## src/hw/rtl/mar_pkg.sv

```systemverilog
// shared widths, register map, reset values and types of the ramp limiter
package mar_pkg;

   // word and register widths
   localparam int unsigned LEVEL_W = 32;
   localparam int unsigned STEP_W  = 31;
   localparam int unsigned BAND_W  = 16;
   localparam int unsigned ADDR_W  = 4;
   localparam int unsigned DATA_W  = 32;
   localparam int unsigned WIDE_W  = LEVEL_W + 2;

   // register map, indexed by paddr[3:2]
   localparam logic [1:0] REG_RISE_STEP = 2'd0;
   localparam logic [1:0] REG_FALL_STEP = 2'd1;
   localparam logic [1:0] REG_HOLD_BAND = 2'd2;

   // register reset values (one unit per tick, deadband about 0.0001)
   localparam logic [STEP_W-1:0] RISE_STEP_RST = STEP_W'(65536);
   localparam logic [STEP_W-1:0] FALL_STEP_RST = STEP_W'(65536);
   localparam logic [BAND_W-1:0] HOLD_BAND_RST = BAND_W'(7);

   // rate settings handed from the register block to the step logic
   typedef struct packed {
      logic [STEP_W-1:0] rise_step;
      logic [STEP_W-1:0] fall_step;
      logic [BAND_W-1:0] hold_band;
   } mar_cfg_type;

endpackage

```

## src/hw/rtl/mar_csr.sv

```systemverilog
// configuration registers of the ramp limiter behind an apb-style port
module mar_csr (
   input  logic                          clock,
   input  logic                          reset,
   input  logic                          csr_psel,
   input  logic                          csr_penable,
   input  logic                          csr_pwrite,
   input  logic [mar_pkg::ADDR_W-1:0]    csr_paddr,
   input  logic [mar_pkg::DATA_W-1:0]    csr_pwdata,
   output logic [mar_pkg::DATA_W-1:0]    csr_prdata,
   output logic                          csr_pready,
   output mar_pkg::mar_cfg_type          cfg
);
   import mar_pkg::*;

   logic [STEP_W-1:0] rise_step_ff, rise_step_in;
   logic [STEP_W-1:0] fall_step_ff, fall_step_in;
   logic [BAND_W-1:0] hold_band_ff, hold_band_in;
   logic              wr_en;
   logic [1:0]        reg_idx;

   assign csr_pready = 1'b1;
   assign wr_en      = csr_psel && csr_penable && csr_pwrite;
   assign reg_idx    = csr_paddr[3:2];

   // write decode, upper register bits dropped
   always_comb begin
      rise_step_in = rise_step_ff;
      fall_step_in = fall_step_ff;
      hold_band_in = hold_band_ff;
      if (wr_en) begin
         unique case (reg_idx)
            REG_RISE_STEP: rise_step_in = csr_pwdata[STEP_W-1:0];
            REG_FALL_STEP: fall_step_in = csr_pwdata[STEP_W-1:0];
            REG_HOLD_BAND: hold_band_in = csr_pwdata[BAND_W-1:0];
            default: ;
         endcase
      end
   end

   // register storage
   always_ff @(posedge clock) begin
      if (reset) begin
         rise_step_ff <= RISE_STEP_RST;
         fall_step_ff <= FALL_STEP_RST;
         hold_band_ff <= HOLD_BAND_RST;
      end else begin
         rise_step_ff <= rise_step_in;
         fall_step_ff <= fall_step_in;
         hold_band_ff <= hold_band_in;
      end
   end

   // read decode
   always_comb begin
      unique case (reg_idx)
         REG_RISE_STEP: csr_prdata = DATA_W'(rise_step_ff);
         REG_FALL_STEP: csr_prdata = DATA_W'(fall_step_ff);
         REG_HOLD_BAND: csr_prdata = DATA_W'(hold_band_ff);
         default:       csr_prdata = '0;
      endcase
   end

   assign cfg.rise_step = rise_step_ff;
   assign cfg.fall_step = fall_step_ff;
   assign cfg.hold_band = hold_band_ff;

endmodule

```

## src/hw/rtl/mar_ingress.sv

```systemverilog
// input register of the ramp limiter, holds one target word
module mar_ingress (
   input  logic                              clock,
   input  logic                              reset,
   input  logic                              req_valid,
   output logic                              req_stall,
   input  logic signed [mar_pkg::LEVEL_W-1:0] req_target,
   input  logic                              take,
   output logic                              hold_valid,
   output logic signed [mar_pkg::LEVEL_W-1:0] hold_target
);
   import mar_pkg::*;

   logic                      valid_ff, valid_in;
   logic signed [LEVEL_W-1:0] target_ff, target_in;
   logic                      accept;

   // refuse a word only while the held one cannot move on
   assign req_stall = valid_ff && !take;
   assign accept    = req_valid && !req_stall;

   always_comb begin
      valid_in  = accept || (valid_ff && !take);
      target_in = accept ? req_target : target_ff;
   end

   // control register
   always_ff @(posedge clock) begin
      if (reset) begin
         valid_ff <= 1'b0;
      end else begin
         valid_ff <= valid_in;
      end
   end

   // payload register
   always_ff @(posedge clock) begin
      target_ff <= target_in;
   end

   assign hold_valid  = valid_ff;
   assign hold_target = target_ff;

endmodule

```

## src/hw/rtl/mar_step.sv

```systemverilog
// one ramp step: picks the rate and direction, adds, clamps at the target
module mar_step (
   input  logic signed [mar_pkg::LEVEL_W-1:0] level,
   input  logic signed [mar_pkg::LEVEL_W-1:0] target,
   input  mar_pkg::mar_cfg_type              cfg,
   output logic signed [mar_pkg::LEVEL_W-1:0] level_next
);
   import mar_pkg::*;

   logic signed [WIDE_W-1:0] c_w, t_w, diff, step_w, sum;
   logic        [WIDE_W-1:0] mag_c, mag_t, mag_d;
   logic                     c_pos, c_neg, t_pos, t_neg;
   logic                     grows, shrinks, in_band;
   logic                     move, up, use_rise;

   // widen so no sum can overflow
   assign c_w  = WIDE_W'(level);
   assign t_w  = WIDE_W'(target);
   assign diff = t_w - c_w;

   assign mag_c = (c_w  < 0) ? $unsigned(-c_w)  : $unsigned(c_w);
   assign mag_t = (t_w  < 0) ? $unsigned(-t_w)  : $unsigned(t_w);
   assign mag_d = (diff < 0) ? $unsigned(-diff) : $unsigned(diff);

   assign c_pos   = !level[LEVEL_W-1] && (level != '0);
   assign c_neg   = level[LEVEL_W-1];
   assign t_pos   = !target[LEVEL_W-1] && (target != '0);
   assign t_neg   = target[LEVEL_W-1];
   assign grows   = mag_t > mag_c;
   assign shrinks = mag_t < mag_c;
   assign in_band = mag_d <= WIDE_W'(cfg.hold_band);

   // rule priority: deadband, growth up, growth down, fall down, fall up
   always_comb begin
      move     = 1'b1;
      up       = 1'b1;
      use_rise = 1'b1;
      if (in_band) begin
         move = 1'b0;
      end else if (grows && !c_neg && t_pos) begin
         up       = 1'b1;
         use_rise = 1'b1;
      end else if (grows && !c_pos && t_neg) begin
         up       = 1'b0;
         use_rise = 1'b1;
      end else if ((c_pos && t_neg) || (shrinks && !t_neg && c_pos)) begin
         up       = 1'b0;
         use_rise = 1'b0;
      end else if ((c_neg && t_pos) || (shrinks && !t_pos && c_neg)) begin
         up       = 1'b1;
         use_rise = 1'b0;
      end else begin
         move = 1'b0;
      end
   end

   // single add or subtract, then clamp so the target is never passed
   assign step_w = use_rise ? WIDE_W'(cfg.rise_step) : WIDE_W'(cfg.fall_step);
   assign sum    = up ? (c_w + step_w) : (c_w - step_w);

   always_comb begin
      if (!move) begin
         level_next = level;
      end else if (up) begin
         level_next = (sum > t_w) ? target : sum[LEVEL_W-1:0];
      end else begin
         level_next = (sum < t_w) ? target : sum[LEVEL_W-1:0];
      end
   end

endmodule

```

## src/hw/rtl/magnitude_aware_ramp_limiter_unit.sv

```systemverilog
// top level of the asymmetric ramp limiter: input register, step logic, level register
// Each accepted target word moves the stored Q16.16 level one step toward it, by rise_step
// while the magnitude grows with the sign kept and by fall_step while it shrinks or must cross
// zero, never past the target and not at all inside hold_band; the new level is returned as
// one result word. A word is taken every cycle unless the result side stalls; each accepted
// word waits in the input register and is stepped into the level register once the result
// slot is free, the level register feeding back through the step adder and clamp. The level
// register doubles as the result register and clears to zero on reset; registers sit at byte
// addresses 0, 4 and 8 and may be written only while the unit is idle.
module magnitude_aware_ramp_limiter_unit (
   input  logic                               clock,
   input  logic                               reset,
   input  logic                               req_valid,
   output logic                               req_stall,
   input  logic signed [mar_pkg::LEVEL_W-1:0] req_target,
   output logic                               rsp_valid,
   input  logic                               rsp_stall,
   output logic signed [mar_pkg::LEVEL_W-1:0] rsp_level_out,
   input  logic                               csr_psel,
   input  logic                               csr_penable,
   input  logic                               csr_pwrite,
   input  logic [mar_pkg::ADDR_W-1:0]         csr_paddr,
   input  logic [mar_pkg::DATA_W-1:0]         csr_pwdata,
   output logic [mar_pkg::DATA_W-1:0]         csr_prdata,
   output logic                               csr_pready
);
   import mar_pkg::*;

   mar_cfg_type               cfg;
   logic                      hold_valid;
   logic signed [LEVEL_W-1:0] hold_target;
   logic signed [LEVEL_W-1:0] level_next;
   logic                      out_free, fire;
   logic                      rsp_valid_ff, rsp_valid_in;
   logic signed [LEVEL_W-1:0] level_ff, level_in;

   mar_csr u_csr (
      .clock       (clock),
      .reset       (reset),
      .csr_psel    (csr_psel),
      .csr_penable (csr_penable),
      .csr_pwrite  (csr_pwrite),
      .csr_paddr   (csr_paddr),
      .csr_pwdata  (csr_pwdata),
      .csr_prdata  (csr_prdata),
      .csr_pready  (csr_pready),
      .cfg         (cfg)
   );

   mar_ingress u_ingress (
      .clock       (clock),
      .reset       (reset),
      .req_valid   (req_valid),
      .req_stall   (req_stall),
      .req_target  (req_target),
      .take        (fire),
      .hold_valid  (hold_valid),
      .hold_target (hold_target)
   );

   mar_step u_step (
      .level      (level_ff),
      .target     (hold_target),
      .cfg        (cfg),
      .level_next (level_next)
   );

   // a held word steps the level once the result slot is free
   assign out_free = !rsp_valid_ff || !rsp_stall;
   assign fire     = hold_valid && out_free;

   always_comb begin
      rsp_valid_in = fire || (rsp_valid_ff && rsp_stall);
      level_in     = fire ? level_next : level_ff;
   end

   // level and result register
   always_ff @(posedge clock) begin
      if (reset) begin
         rsp_valid_ff <= 1'b0;
         level_ff     <= '0;
      end else begin
         rsp_valid_ff <= rsp_valid_in;
         level_ff     <= level_in;
      end
   end

   assign rsp_valid     = rsp_valid_ff;
   assign rsp_level_out = level_ff;

   // level only moves when a word is stepped
   a_level_holds : assert property (@(posedge clock) disable iff (reset)
      !fire |=> $stable(level_ff))
      else $error("level changed without a stepped word");

   // every stepped word yields a result
   a_result_follows : assert property (@(posedge clock) disable iff (reset)
      fire |=> rsp_valid)
      else $error("stepped word gave no result");

   // new level lies between the old level and the target
   a_no_overshoot : assert property (@(posedge clock) disable iff (reset)
      fire |=> (((level_ff >= $past(level_ff)) && (level_ff <= $past(hold_target)))
             || ((level_ff <= $past(level_ff)) && (level_ff >= $past(hold_target)))))
      else $error("level passed the target");

   // input refused only while the input register is occupied
   a_stall_when_full : assert property (@(posedge clock) disable iff (reset)
      req_stall |-> hold_valid)
      else $error("input stalled with empty input register");

endmodule
```

## config.mk

```make
export PLATFORM = sky130hd
export DESIGN_NAME = magnitude_aware_ramp_limiter_unit
export DESIGN_NICKNAME = d
export VERILOG_FILES = /design/src/hw/rtl/mar_pkg.sv /design/src/hw/rtl/mar_csr.sv /design/src/hw/rtl/mar_ingress.sv /design/src/hw/rtl/mar_step.sv /design/src/hw/rtl/magnitude_aware_ramp_limiter_unit.sv
export SDC_FILE = /design/constraint.sdc
export NUM_CORES = 1
export LEC_CHECK = 0
export ABC_AREA = 1
export BUFFER_PORTS_ARGS = -buffer_cell sky130_fd_sc_hd__buf_2
export CELL_PAD_IN_SITES_DETAIL_PLACEMENT = 2
export CELL_PAD_IN_SITES_GLOBAL_PLACEMENT = 2
export CORE_UTILIZATION = 36
export CTS_CLUSTER_SIZE = 25
export DETAILED_ROUTE_END_ITERATION = 8
export PLACE_DENSITY_LB_ADDON = 0.1
export REMOVE_ABC_BUFFERS = 1
export SLEW_MARGIN = 20
export SYNTH_ARGS = -nofsm -noshare
export SYNTH_HDL_FRONTEND = slang
export SYNTH_SLANG_ARGS = --single-unit
```

## constraint.sdc

```tcl
create_clock -name clock -period 15.25 [get_ports clock]
set_input_delay 3.05 -clock clock [delete_from_list [all_inputs] [get_ports clock]]
set_output_delay 3.05 -clock clock [all_outputs]
set_load 0.005 [all_outputs]
```

==> results.txt, run 1 <==
----------------------------------------------------
[Clocking]
  Inserted Clock Buffers ... 17
  Deepest level of the CTS H-tree ... 4
  Resized Gates After CTS ... 0
  CTS tree ... yes
  Number of buffers inserted by post-CTS setup repair ... 0
  Latest clock arrival within the worst-skew pair ... around 0.47 ns
  Clock tree root buffer cell ... clkbuf_16
  Number of buffers on the longest clock path ... 2
  Clock transition at the registers of the reported paths ... 0.08 ns
  CTS sink cnt ... 144
  Hold-fix buffers, CTS ... 0

[Worst setup path]
  Cell with the largest stage delay on the worst path ... o21ai_0
  Crit. End Element ... flip-flop
  Crit Path Max Fanout ... just under 50
  Arrival time reported for the critical path endpoint ... 14.34 ns
  Cell mode on critical path ... o21ai_0
  Cell count of the worst reg-to-reg path ... 67
  Critical R2R Capture ... rsp_level_out[26]$_SDFFE_PP0P_
  Reg-to-reg slack, setup ... 1.26 ns
  Critical path launch point type ... flip-flop
  Max incr delay on CP ... approximately 0.67 ns
  Required time worst endpoint ... 15.60 ns
  Launching point of the worst reg2reg path ... u_ingress.hold_target[0]$_DFFE_PP_
  Kind of critical path ... reg -> reg
  Timing startpoint of the critical path ... u_ingress.hold_target[0]$_DFFE_PP_

[Synth]
  Synth unique cells ... 57
  Area fraction of the dominant cell type after synthesis ... 0.1483
  Synth area leader ... nand2_1
  Async set-or-reset flop fraction in the synthesized netlist ... 0
  Share of synthesized area occupied by flip-flops and latches ... 0.1987
  Synth Cell Area ... about 16000 um2
  Commonest cells post-synth ... 637 x nand2_1, 402 x inv_1, 224 x nor2_1
  Ys flop type ... dfxtp_1
  Number of enable flip-flop cells after synthesis ... 32
  Top-count cell post-synth ... nand2_1
  Synth Instances ... 2608
  Biggest area contributors in the synthesized netlist ... nand2_1 15%, dfxtp_1 14%, ha_1 12%
  FF+latch count, synth ... 144
  Synthesized area per cell ... approximately 6.2 um2
  Number of warnings reported in the yosys synthesis log ... 0

[Worst hold path]
  WHS Path Cells ... 2
  Type of the most critical hold path ... reg -> reg
  Worst Hold End ... u_csr.rise_step_ff[4]$_SDFFE_PP0P_
  Beginning of the worst hold path ... u_csr.rise_step_ff[4]$_SDFFE_PP0P_

[Timing]
  Clk_skew ... 0.01829 ns
  Setup TNS Final ... 0 ns
  Post-route worst hold slack ... 0.4813 ns
  Minimum period implied by the final worst setup slack ... between 10 and 15 ns
  Achievable Freq ... 0.07149 GHz
  Total count of hold-check failures in the final report ... 0
  Final Worst Setup Slack ... 1.263 ns
  Portion of the clock cycle consumed by the worst path in the final layout ... 0.9172
  Max-slew violation count ... 0
  Worst Max-Slew Pin Slew ... 0.9388 ns
  Final count of negative-setup-slack endpoints ... 0
  Remaining max-slew budget at the tightest pin ... 0.3735
  Unrepaired setup endpoints after global routing ... no

[Global routing]
  Global routing usage summed across all routing layers ... 0.3006
  GRT overflow ... 0
  Wire length of the first global-routing pass ... ~110000 um
  Antenna violations before repair ... 1
  Largest net degree at the start of global routing ... 85
  Vias in the first global route ... 19.52k

[Cells and area]
  Core utilization of the finished layout ... 0.4065
  Area used by sequential logic in the layout ... 3203 um2
  Synth-to-Final Area Change ... 11.54%
  Proportion of layout cells with a drive suffix above 1 ... 0.1034
  Area used by multi-input combinational logic ... between 10000 and 15000 um2
  Layout fillers ... 5519
  Final net count ... 2943

[Power]
  Share of total power in the clock network ... 0.130
  Power dissipated by switching net loads ... 1902 uW
  Comb pwr share ... 0.730
  VDD IR-drop max ... 104.8 uV
  Leakage power ... between 0.009 and 0.01 uW
  Cell-internal power ... roughly 1400 uW
  Power per Cell Area ... 185.7 nW/um2
  Switching share of power ... 0.5696
  Sequential share of power ... 0.140

[Detailed routing]
  Via count ... about 18k
  Remaining antenna violation count ... 0
  DRC marker count from the first detailed-route iteration ... 694
  Remaining DRCs ... 0
  Average via count per standard cell ... 5.441
  Initial DRT Pass Iterations ... 5
  Routed wirelength normalized by instance count ... between 20 and 25 um
  Aggregate routed wire length ... 67720 um

[Floorplan]
  Placeable core area ... 44220 um2
  I/O pin count ... approximately 140
  Area enclosed by the die boundary ... around 46000 um2
  Die Y ... roughly 210 um
  Initial core utilization ... 0.3645
  Die width ... 213.6 um
  Standard-cell rows ... between 70 and 80

[Place]
  Worst Setup Slack post-DPL ... approximately 1.3 ns
  Number of buffers added on ports ... 136
  RePlAce Congestion ... about 0.90
  Total half-perimeter wirelength after legalization and detailed placement ... 55370 um

[Status]
  Outcome ... finished, final reports clean

[Run]
  Max-cap violation count ... 0

----------------------------------------------------
[layout make-up]
type | count | share of cell area
Inverter | 422 | 0.08811
Clock buffer | 18 | 0.02443
Antenna cell | 1 | 0.0001392
Multi-Input combinational cell | 1969 | 0.6110
Timing Repair Buffer | 161 | 0.04969
Clock inverter | 14 | 0.007238
Sequential cell | 144 | 0.1782
Tap cell | 592 | 0.04120
[worst max-delay path by stage]
stage / slack (ns) / to / depth (start not counted)
global route: 0.11 / rsp_level_out[26]$_SDFFE_PP0P_ / 74
floorplan: 4.10 / rsp_level_out[0]$_SDFFE_PP0P_ / 67
CTS: 1.24 / rsp_level_out[26]$_SDFFE_PP0P_ / 66
finish: 1.26 / rsp_level_out[26]$_SDFFE_PP0P_ / 67
detailed placement: 1.30 / rsp_level_out[26]$_SDFFE_PP0P_ / 66
global placement: 1.81 / rsp_level_out[26]$_SDFFE_PP0P_ / 66
[logic make-up after synthesis]
group,count (synthesis),synth area share
adder cells (fa/ha/maj),153,0.1197
AO/OA/AOI/OAI,478,0.1668
flip-flops,144,0.1987
buffers and inverters,499,0.1207
other,2,0.0004659
XOR/XNOR,122,0.06629
AND/OR/NAND/NOR,1210,0.3273
[per-stage QoR]
step                      instances  cell area (um2)  power, uW
after floorplan                2535            15770       2055
after global placement         3288            17410       2734
after detailed placement       3288            17410       2887
after CTS                      3320            17970       3347
after global routing           3320            17970       3647
final                          3321            17980       3339
[power by group through the flow]
stage,clock [uW],combinational (uW),sequential [uW]
2_1_floorplan,0,1600,454
3_3_place_gp,0,2260,473
3_5_place_dp,0,2410,474
4_1_cts,441,2440,466
5_1_grt,454,2720,470
6_report,435,2440,467
[flip-flops by register name (all words and copies together) (netlist names)]
name,count
u_ingress.hold_valid,1
u_csr.rise_step_ff,31
rsp_valid,1
u_csr.hold_band_ff,16
u_csr.fall_step_ff,31
u_ingress.hold_target,32
rsp_level_out,32
[per-layer routing]
metal | share of wire | wire (um) | global-route usage | vias to the layer above
li1 | - | - | - | 8721
met1 | 0.44 | 29620 | 0.3601 | 8961
met2 | 0.50 | 33840 | 0.5456 | 282
met3 | 0.030 | 2023 | 0.03251 | 105
met4 | 0.033 | 2231 | 0.1187 | 0
met5 | 0 | 0 | 0 | -
[cell usage in the layout (no fill, tap or decap), types with 4 or more instances in the layout]
cell | synthesis | routed
o21bai_1 | 5 | 5
a211oi_1 | 21 | 21
buf_2 | 10 | 136
dfxtp_1 | 112 | 112
o221ai_1 | 20 | 20
o22ai_1 | 14 | 14
nor3_1 | 49 | 49
o21a_1 | 6 | 6
or2_2 | 4 | 4
nand3_1 | 156 | 156
o21ai_2 | 4 | 4
a21o_1 | 4 | 4
inv_2 | 17 | 18
o32ai_1 | 4 | 4
ha_1 | 151 | 151
nand2_2 | 27 | 27
nand2_1 | 637 | 637
nand3_2 | 9 | 9
xor2_1 | 109 | 109
inv_6 | 0 | 8
nand4_1 | 34 | 34
o21ai_1 | 4 | 4
conb_1 | 2 | 6
o211ai_1 | 7 | 7
xnor2_1 | 13 | 13
nand3b_1 | 20 | 20
a31oi_1 | 15 | 15
nand2_4 | 4 | 4
edfxtp_1 | 32 | 32
nor4_1 | 13 | 13
o21ai_0 | 173 | 173
a21oi_1 | 187 | 187
and3_1 | 5 | 5
nor2_1 | 224 | 224
inv_8 | 0 | 4
inv_1 | 402 | 401
clkbuf_16 | 0 | 17
buf_4 | 2 | 23
nor2_2 | 16 | 16
[critical path, delay by kind of cell (launching register included)]
| family | cells | cell delay, ns |
|---|---|---|
| AO/OA/AOI/OAI | 18 | 4.57 |
| AND/OR/NAND/NOR | 28 | 4.06 |
| buffers and inverters | 14 | 2.29 |
| adder cells (fa/ha/maj) | 5 | 1.76 |
| XOR/XNOR | 2 | 0.61 |
| flip-flops | 1 | 0.46 |
Power figures use the tool's default switching activity.
==> run 2: changes to the inputs <==
--- a/config.mk
+++ b/config.mk
@@ -5,11 +5,11 @@
 export SDC_FILE = /design/constraint.sdc
 export NUM_CORES = 1
 export LEC_CHECK = 0
-export ABC_AREA = 1
+export ABC_AREA = 0
 export BUFFER_PORTS_ARGS = -buffer_cell sky130_fd_sc_hd__buf_2
 export CELL_PAD_IN_SITES_DETAIL_PLACEMENT = 2
 export CELL_PAD_IN_SITES_GLOBAL_PLACEMENT = 2
-export CORE_UTILIZATION = 36
+export CORE_UTILIZATION = 39
 export CTS_CLUSTER_SIZE = 25
 export DETAILED_ROUTE_END_ITERATION = 8
 export PLACE_DENSITY_LB_ADDON = 0.1
==> run 2 against run 1 <==
Critical path depth shrank 10. Clock skew shrank 0.0076 ns. Cell count shrank 26%. Clock-buffer cell count grew 6.
==> results.txt, run 2 <==
----------------------------------------------------
[Clocking]
  Inserted Clock Buffers ... 17 (unchanged)
  Clock transition at the registers of the reported paths ... 0.06 ns (-0.02 ns)
  CTS sink cnt ... 144 (unchanged)
  Latest clock arrival within the worst-skew pair ... 0.45 ns (-0.02 ns)
  Deepest level of the CTS H-tree ... 4 (unchanged)
  CTS tree ... yes
  Clock tree root buffer cell ... clkbuf_16
  Number of buffers on the longest clock path ... 2 (unchanged)

[Timing]
  Final count of negative-setup-slack endpoints ... 0 (unchanged)
  Clk_skew ... 0.01068 ns (-0.007606 ns)
  Portion of the clock cycle consumed by the worst path in the final layout ... 0.9435 (+0.02628)
  Total count of hold-check failures in the final report ... 0 (unchanged)
  Minimum period implied by the final worst setup slack ... 14.39 ns (+0.4007 ns)
  Unrepaired setup endpoints after global routing ... no
  Max-slew violation count ... 0 (unchanged)
  Setup TNS Final ... 0 ns (unchanged)
  Achievable Freq ... 0.06950 GHz (-2.8%)
  Worst Max-Slew Pin Slew ... 1.013 ns (+0.07382 ns)
  Remaining max-slew budget at the tightest pin ... 0.3235 (-0.04996)

[Detailed routing]
  Post-Route M1 WL ... 26010 um (-12%)
  Length of routed met3 wiring ... 1950 um (-3.6%)
  Initial DRT Pass Iterations ... 5 (unchanged)
  Remaining antenna violation count ... 0 (unchanged)
  Highest routed metal layer ... met4
  Routed wirelength normalized by instance count ... 23.25 um (+14%)
  Remaining DRCs ... 0 (unchanged)
  Total length of routed met2 wires ... 28100 um (-17%)
  Aggregate routed wire length ... 57360 um (-15%)
  Via count ... 14.63k (-19%)
  DRC marker count from the first detailed-route iteration ... 560 (-19%)
  Average via count per standard cell ... 5.930 (+9.0%)

[Synth]
  Top-count cell post-synth ... nand2_1
  Synth unique cells ... 93 (+63%)
  Share of synthesized area occupied by flip-flops and latches ... 0.2199 (+0.02120)
  Commonest cells post-synth ... 267 x nand2_1, 171 x a21oi_1, 151 x ha_1
  Synth Cell Area ... 14560 um2 (-9.6%)
  Biggest area contributors in the synthesized netlist ... dfxtp_1 15%, ha_1 13%, xnor2_1 7.3%
  Number of warnings reported in the yosys synthesis log ... 0 (unchanged)
  Number of enable flip-flop cells after synthesis ... 32 (unchanged)
  Synthesized area per cell ... 7.730 um2 (+25%)
  Synth area leader ... dfxtp_1
  Async set-or-reset flop fraction in the synthesized netlist ... 0 (unchanged)
  Ys flop type ... dfxtp_1
  FF+latch count, synth ... 144 (unchanged)
  Area fraction of the dominant cell type after synthesis ... 0.1540 (+0.005605)
  Synth Instances ... 1884 (-28%)

[Global routing]
  GRT overflow ... 0 (unchanged)
  Antenna violations before repair ... 0 (-1)
  Wire length of the first global-routing pass ... 89840 um (-15%)
  Global routing usage summed across all routing layers ... 0.3010 (+0.0003985)
  Largest net degree at the start of global routing ... 75 (-12%)
  Vias in the first global route ... 15.88k (-19%)

[Place]
  Total half-perimeter wirelength after legalization and detailed placement ... 44260 um (-20%)
  RePlAce Congestion ... 0.9145 (+2.0%)
  Number of buffers added on ports ... 136 (unchanged)
  Number of instances in the placed design ... 2435 (-26%)
  Placed instance area ... 15750 um2 (-9.5%)

[Worst setup path]
  Arrival time reported for the critical path endpoint ... 14.73 ns (+0.39 ns)
  Cell with the largest stage delay on the worst path ... dfxtp_1
  Reg-to-reg slack, setup ... 0.86 ns (-0.40 ns)
  Cell count of the worst reg-to-reg path ... 57 (-15%)
  Critical path launch point type ... flip-flop
  CP endpoint ... rsp_level_out[16]$_SDFFE_PP0P_
  Required time worst endpoint ... 15.59 ns (about the same)
  Crit. End Element ... flip-flop
  Launching point of the worst reg2reg path ... rsp_level_out[8]$_SDFFE_PP0P_
  Critical R2R Capture ... rsp_level_out[16]$_SDFFE_PP0P_
  Max incr delay on CP ... 0.53 ns (-0.14 ns)
  Crit Path Max Fanout ... 20 (-59%)
  Timing startpoint of the critical path ... rsp_level_out[8]$_SDFFE_PP0P_
  Kind of critical path ... reg -> reg

[Power]
  Post-layout power ... 2461 uW (-26%)
  VDD IR-drop max ... 93.21 uV (-11%)
  Switching share of power ... 0.4726 (-0.09696)
  Sequential share of power ... 0.189 (+0.049)
  Power dissipated by switching net loads ... 1163 uW (-39%)
  Cell-internal power ... 1298 uW (-9.7%)
  Share of total power in the clock network ... 0.178 (+0.048)
  Leakage power ... 0.006774 uW (-26%)
  Comb pwr share ... 0.633 (-0.097)
  Power per Cell Area ... 150.4 nW/um2 (-19%)

[Floorplan]
  I/O pin count ... 142 (unchanged)
  Placeable core area ... 36700 um2 (-17%)
  Standard-cell rows ... 70 (-9.1%)
  Die Y ... 195.2 um (-8.6%)
  Die width ... 195.2 um (-8.6%)
  Initial core utilization ... 0.3969 (+0.03238)
  Area enclosed by the die boundary ... 38120 um2 (-16%)

[Cells and area]
  Non-Filler Instances ... 2467 (-26%)
  Antenna diode instance count ... 0 (-1)
  Proportion of layout cells with a drive suffix above 1 ... 0.1206 (+0.01719)
  Layout fillers ... 4236 (-23%)
  Most frequent cells in the layout ... 267 x nand2_1, 169 x a21oi_1, 151 x ha_1
  Final net count ... 2214 (-25%)
  Cell area after layout ... 16370 um2 (-9.0%)
  Area used by sequential logic in the layout ... 3203 um2 (unchanged)
  Synth-to-Final Area Change ... 12.37%
  Most common cell after layout, fill and taps aside ... nand2_1
  Area used by multi-input combinational logic ... 10740 um2 (-2.2%)

[Worst hold path]
  WHS Path Cells ... 2 (unchanged)
  Type of the most critical hold path ... reg -> reg

[Run]
  Max-cap violation count ... 0 (unchanged)

[Status]
  Outcome ... finished, final reports clean

----------------------------------------------------
==> run 2: changes by cell type in the layout (fill, tap and decap cells not counted), moves of 79 or more <==
cell and delta:
nand3_1 -128, nor2_1 -79, nand2_1 -370, mux2i_1 +92
inv_1 -303, xnor2_1 +108, o21ai_0 -95
==> run 2: metrics by stage <==
| step | hold WS (ns) | setup slack [ns] | utilization |
|---|---|---|---|
| 3_3_place_gp | 0.4598 | 1.097 | 0.4291 |
| 4_1_cts | 0.4800 | 0.3263 | 0.4450 |
| 2_1_floorplan | 0.4423 | 1.500 | - |
| 6_report | 0.4790 | 0.8621 | 0.4460 |
| 3_5_place_dp | 0.4706 | 0.6966 | 0.4291 |
| 5_1_grt | 0.4993 | 0.003082 | 0.4460 |
==> run 2: final cells by class <==
type | count | share of cell area
multi-input cells | 1566 | 0.6564
inverters | 98 | 0.02248
repair buffers | 159 | 0.05382
clock buffers | 24 | 0.02951
well taps | 468 | 0.03578
flip-flops and latches | 144 | 0.1957
clock inverters | 8 | 0.006269
==> run 2: cells by family (layout without fill, tap and decap cells) <==
family | Yosys count | in the layout | share of synthesized area
adder cells (fa/ha/maj) | 153 | 153 | 0.1325
XOR/XNOR | 161 | 161 | 0.09682
other | 2 | 6 | 0.0005157
AND/OR/NAND/NOR | 661 | 661 | 0.2161
AO/OA/AOI/OAI | 483 | 483 | 0.2141
multiplexers | 102 | 102 | 0.07131
flip-flops | 144 | 144 | 0.2199
buffers and inverters | 178 | 289 | 0.04880
==> run 2: worst min path at each step <==
stage | start | end | slack, ns
after detailed placement | u_csr.hold_band_ff[6]$_SDFFE_PP0P_ | u_csr.hold_band_ff[6]$_SDFFE_PP0P_ | 0.47
after CTS | u_csr.hold_band_ff[6]$_SDFFE_PP0P_ | u_csr.hold_band_ff[6]$_SDFFE_PP0P_ | 0.48
final | u_csr.hold_band_ff[6]$_SDFFE_PP0P_ | u_csr.hold_band_ff[6]$_SDFFE_PP0P_ | 0.48
after floorplan | u_csr.fall_step_ff[29]$_SDFFE_PP0P_ | u_csr.fall_step_ff[29]$_SDFFE_PP0P_ | 0.44
after global routing | u_csr.fall_step_ff[29]$_SDFFE_PP0P_ | u_csr.fall_step_ff[29]$_SDFFE_PP0P_ | 0.50
after global placement | u_csr.hold_band_ff[14]$_SDFFE_PP0P_ | u_csr.hold_band_ff[14]$_SDFFE_PP0P_ | 0.46
==> run 2: per-layer routing <==
| metal | vias to the layer above | track usage |
|---|---|---|
| li1 | 6960 | - |
| met5 | - | 0 |
| met2 | 283 | 0.5275 |
| met4 | 0 | 0.08953 |
| met3 | 68 | 0.02971 |
| met1 | 7318 | 0.3886 |
==> run 2: critical path: cells and delay by family, from the launching register on <==
kind	cells	cell delay, ns
buffers and inverters	5	0.80
DFF	1	0.53
xor gates and xnor gates	3	0.87
adders and majority gates	5	1.69
and+or+nand+nor	16	3.62
muxes	3	0.76
AOI/OAI and AO/OA	25	5.96
==> run 2: power by group through the flow <==
stage	Sequential, uW	Clock (uW)	Combinational [uW]
after detailed placement	471	0	1510
final	465	439	1560
after CTS	463	442	1550
after global placement	468	0	1430
after global routing	466	455	1690
after floorplan	452	0	1040
==> run 2: repair_timing <==
action / 4_1_cts / 5_1_grt
hold buffers: 0 / 0
setup endpoints to repair: 0 / 32
gates resized for setup: 0 / 9
setup buffers: 0 / 0
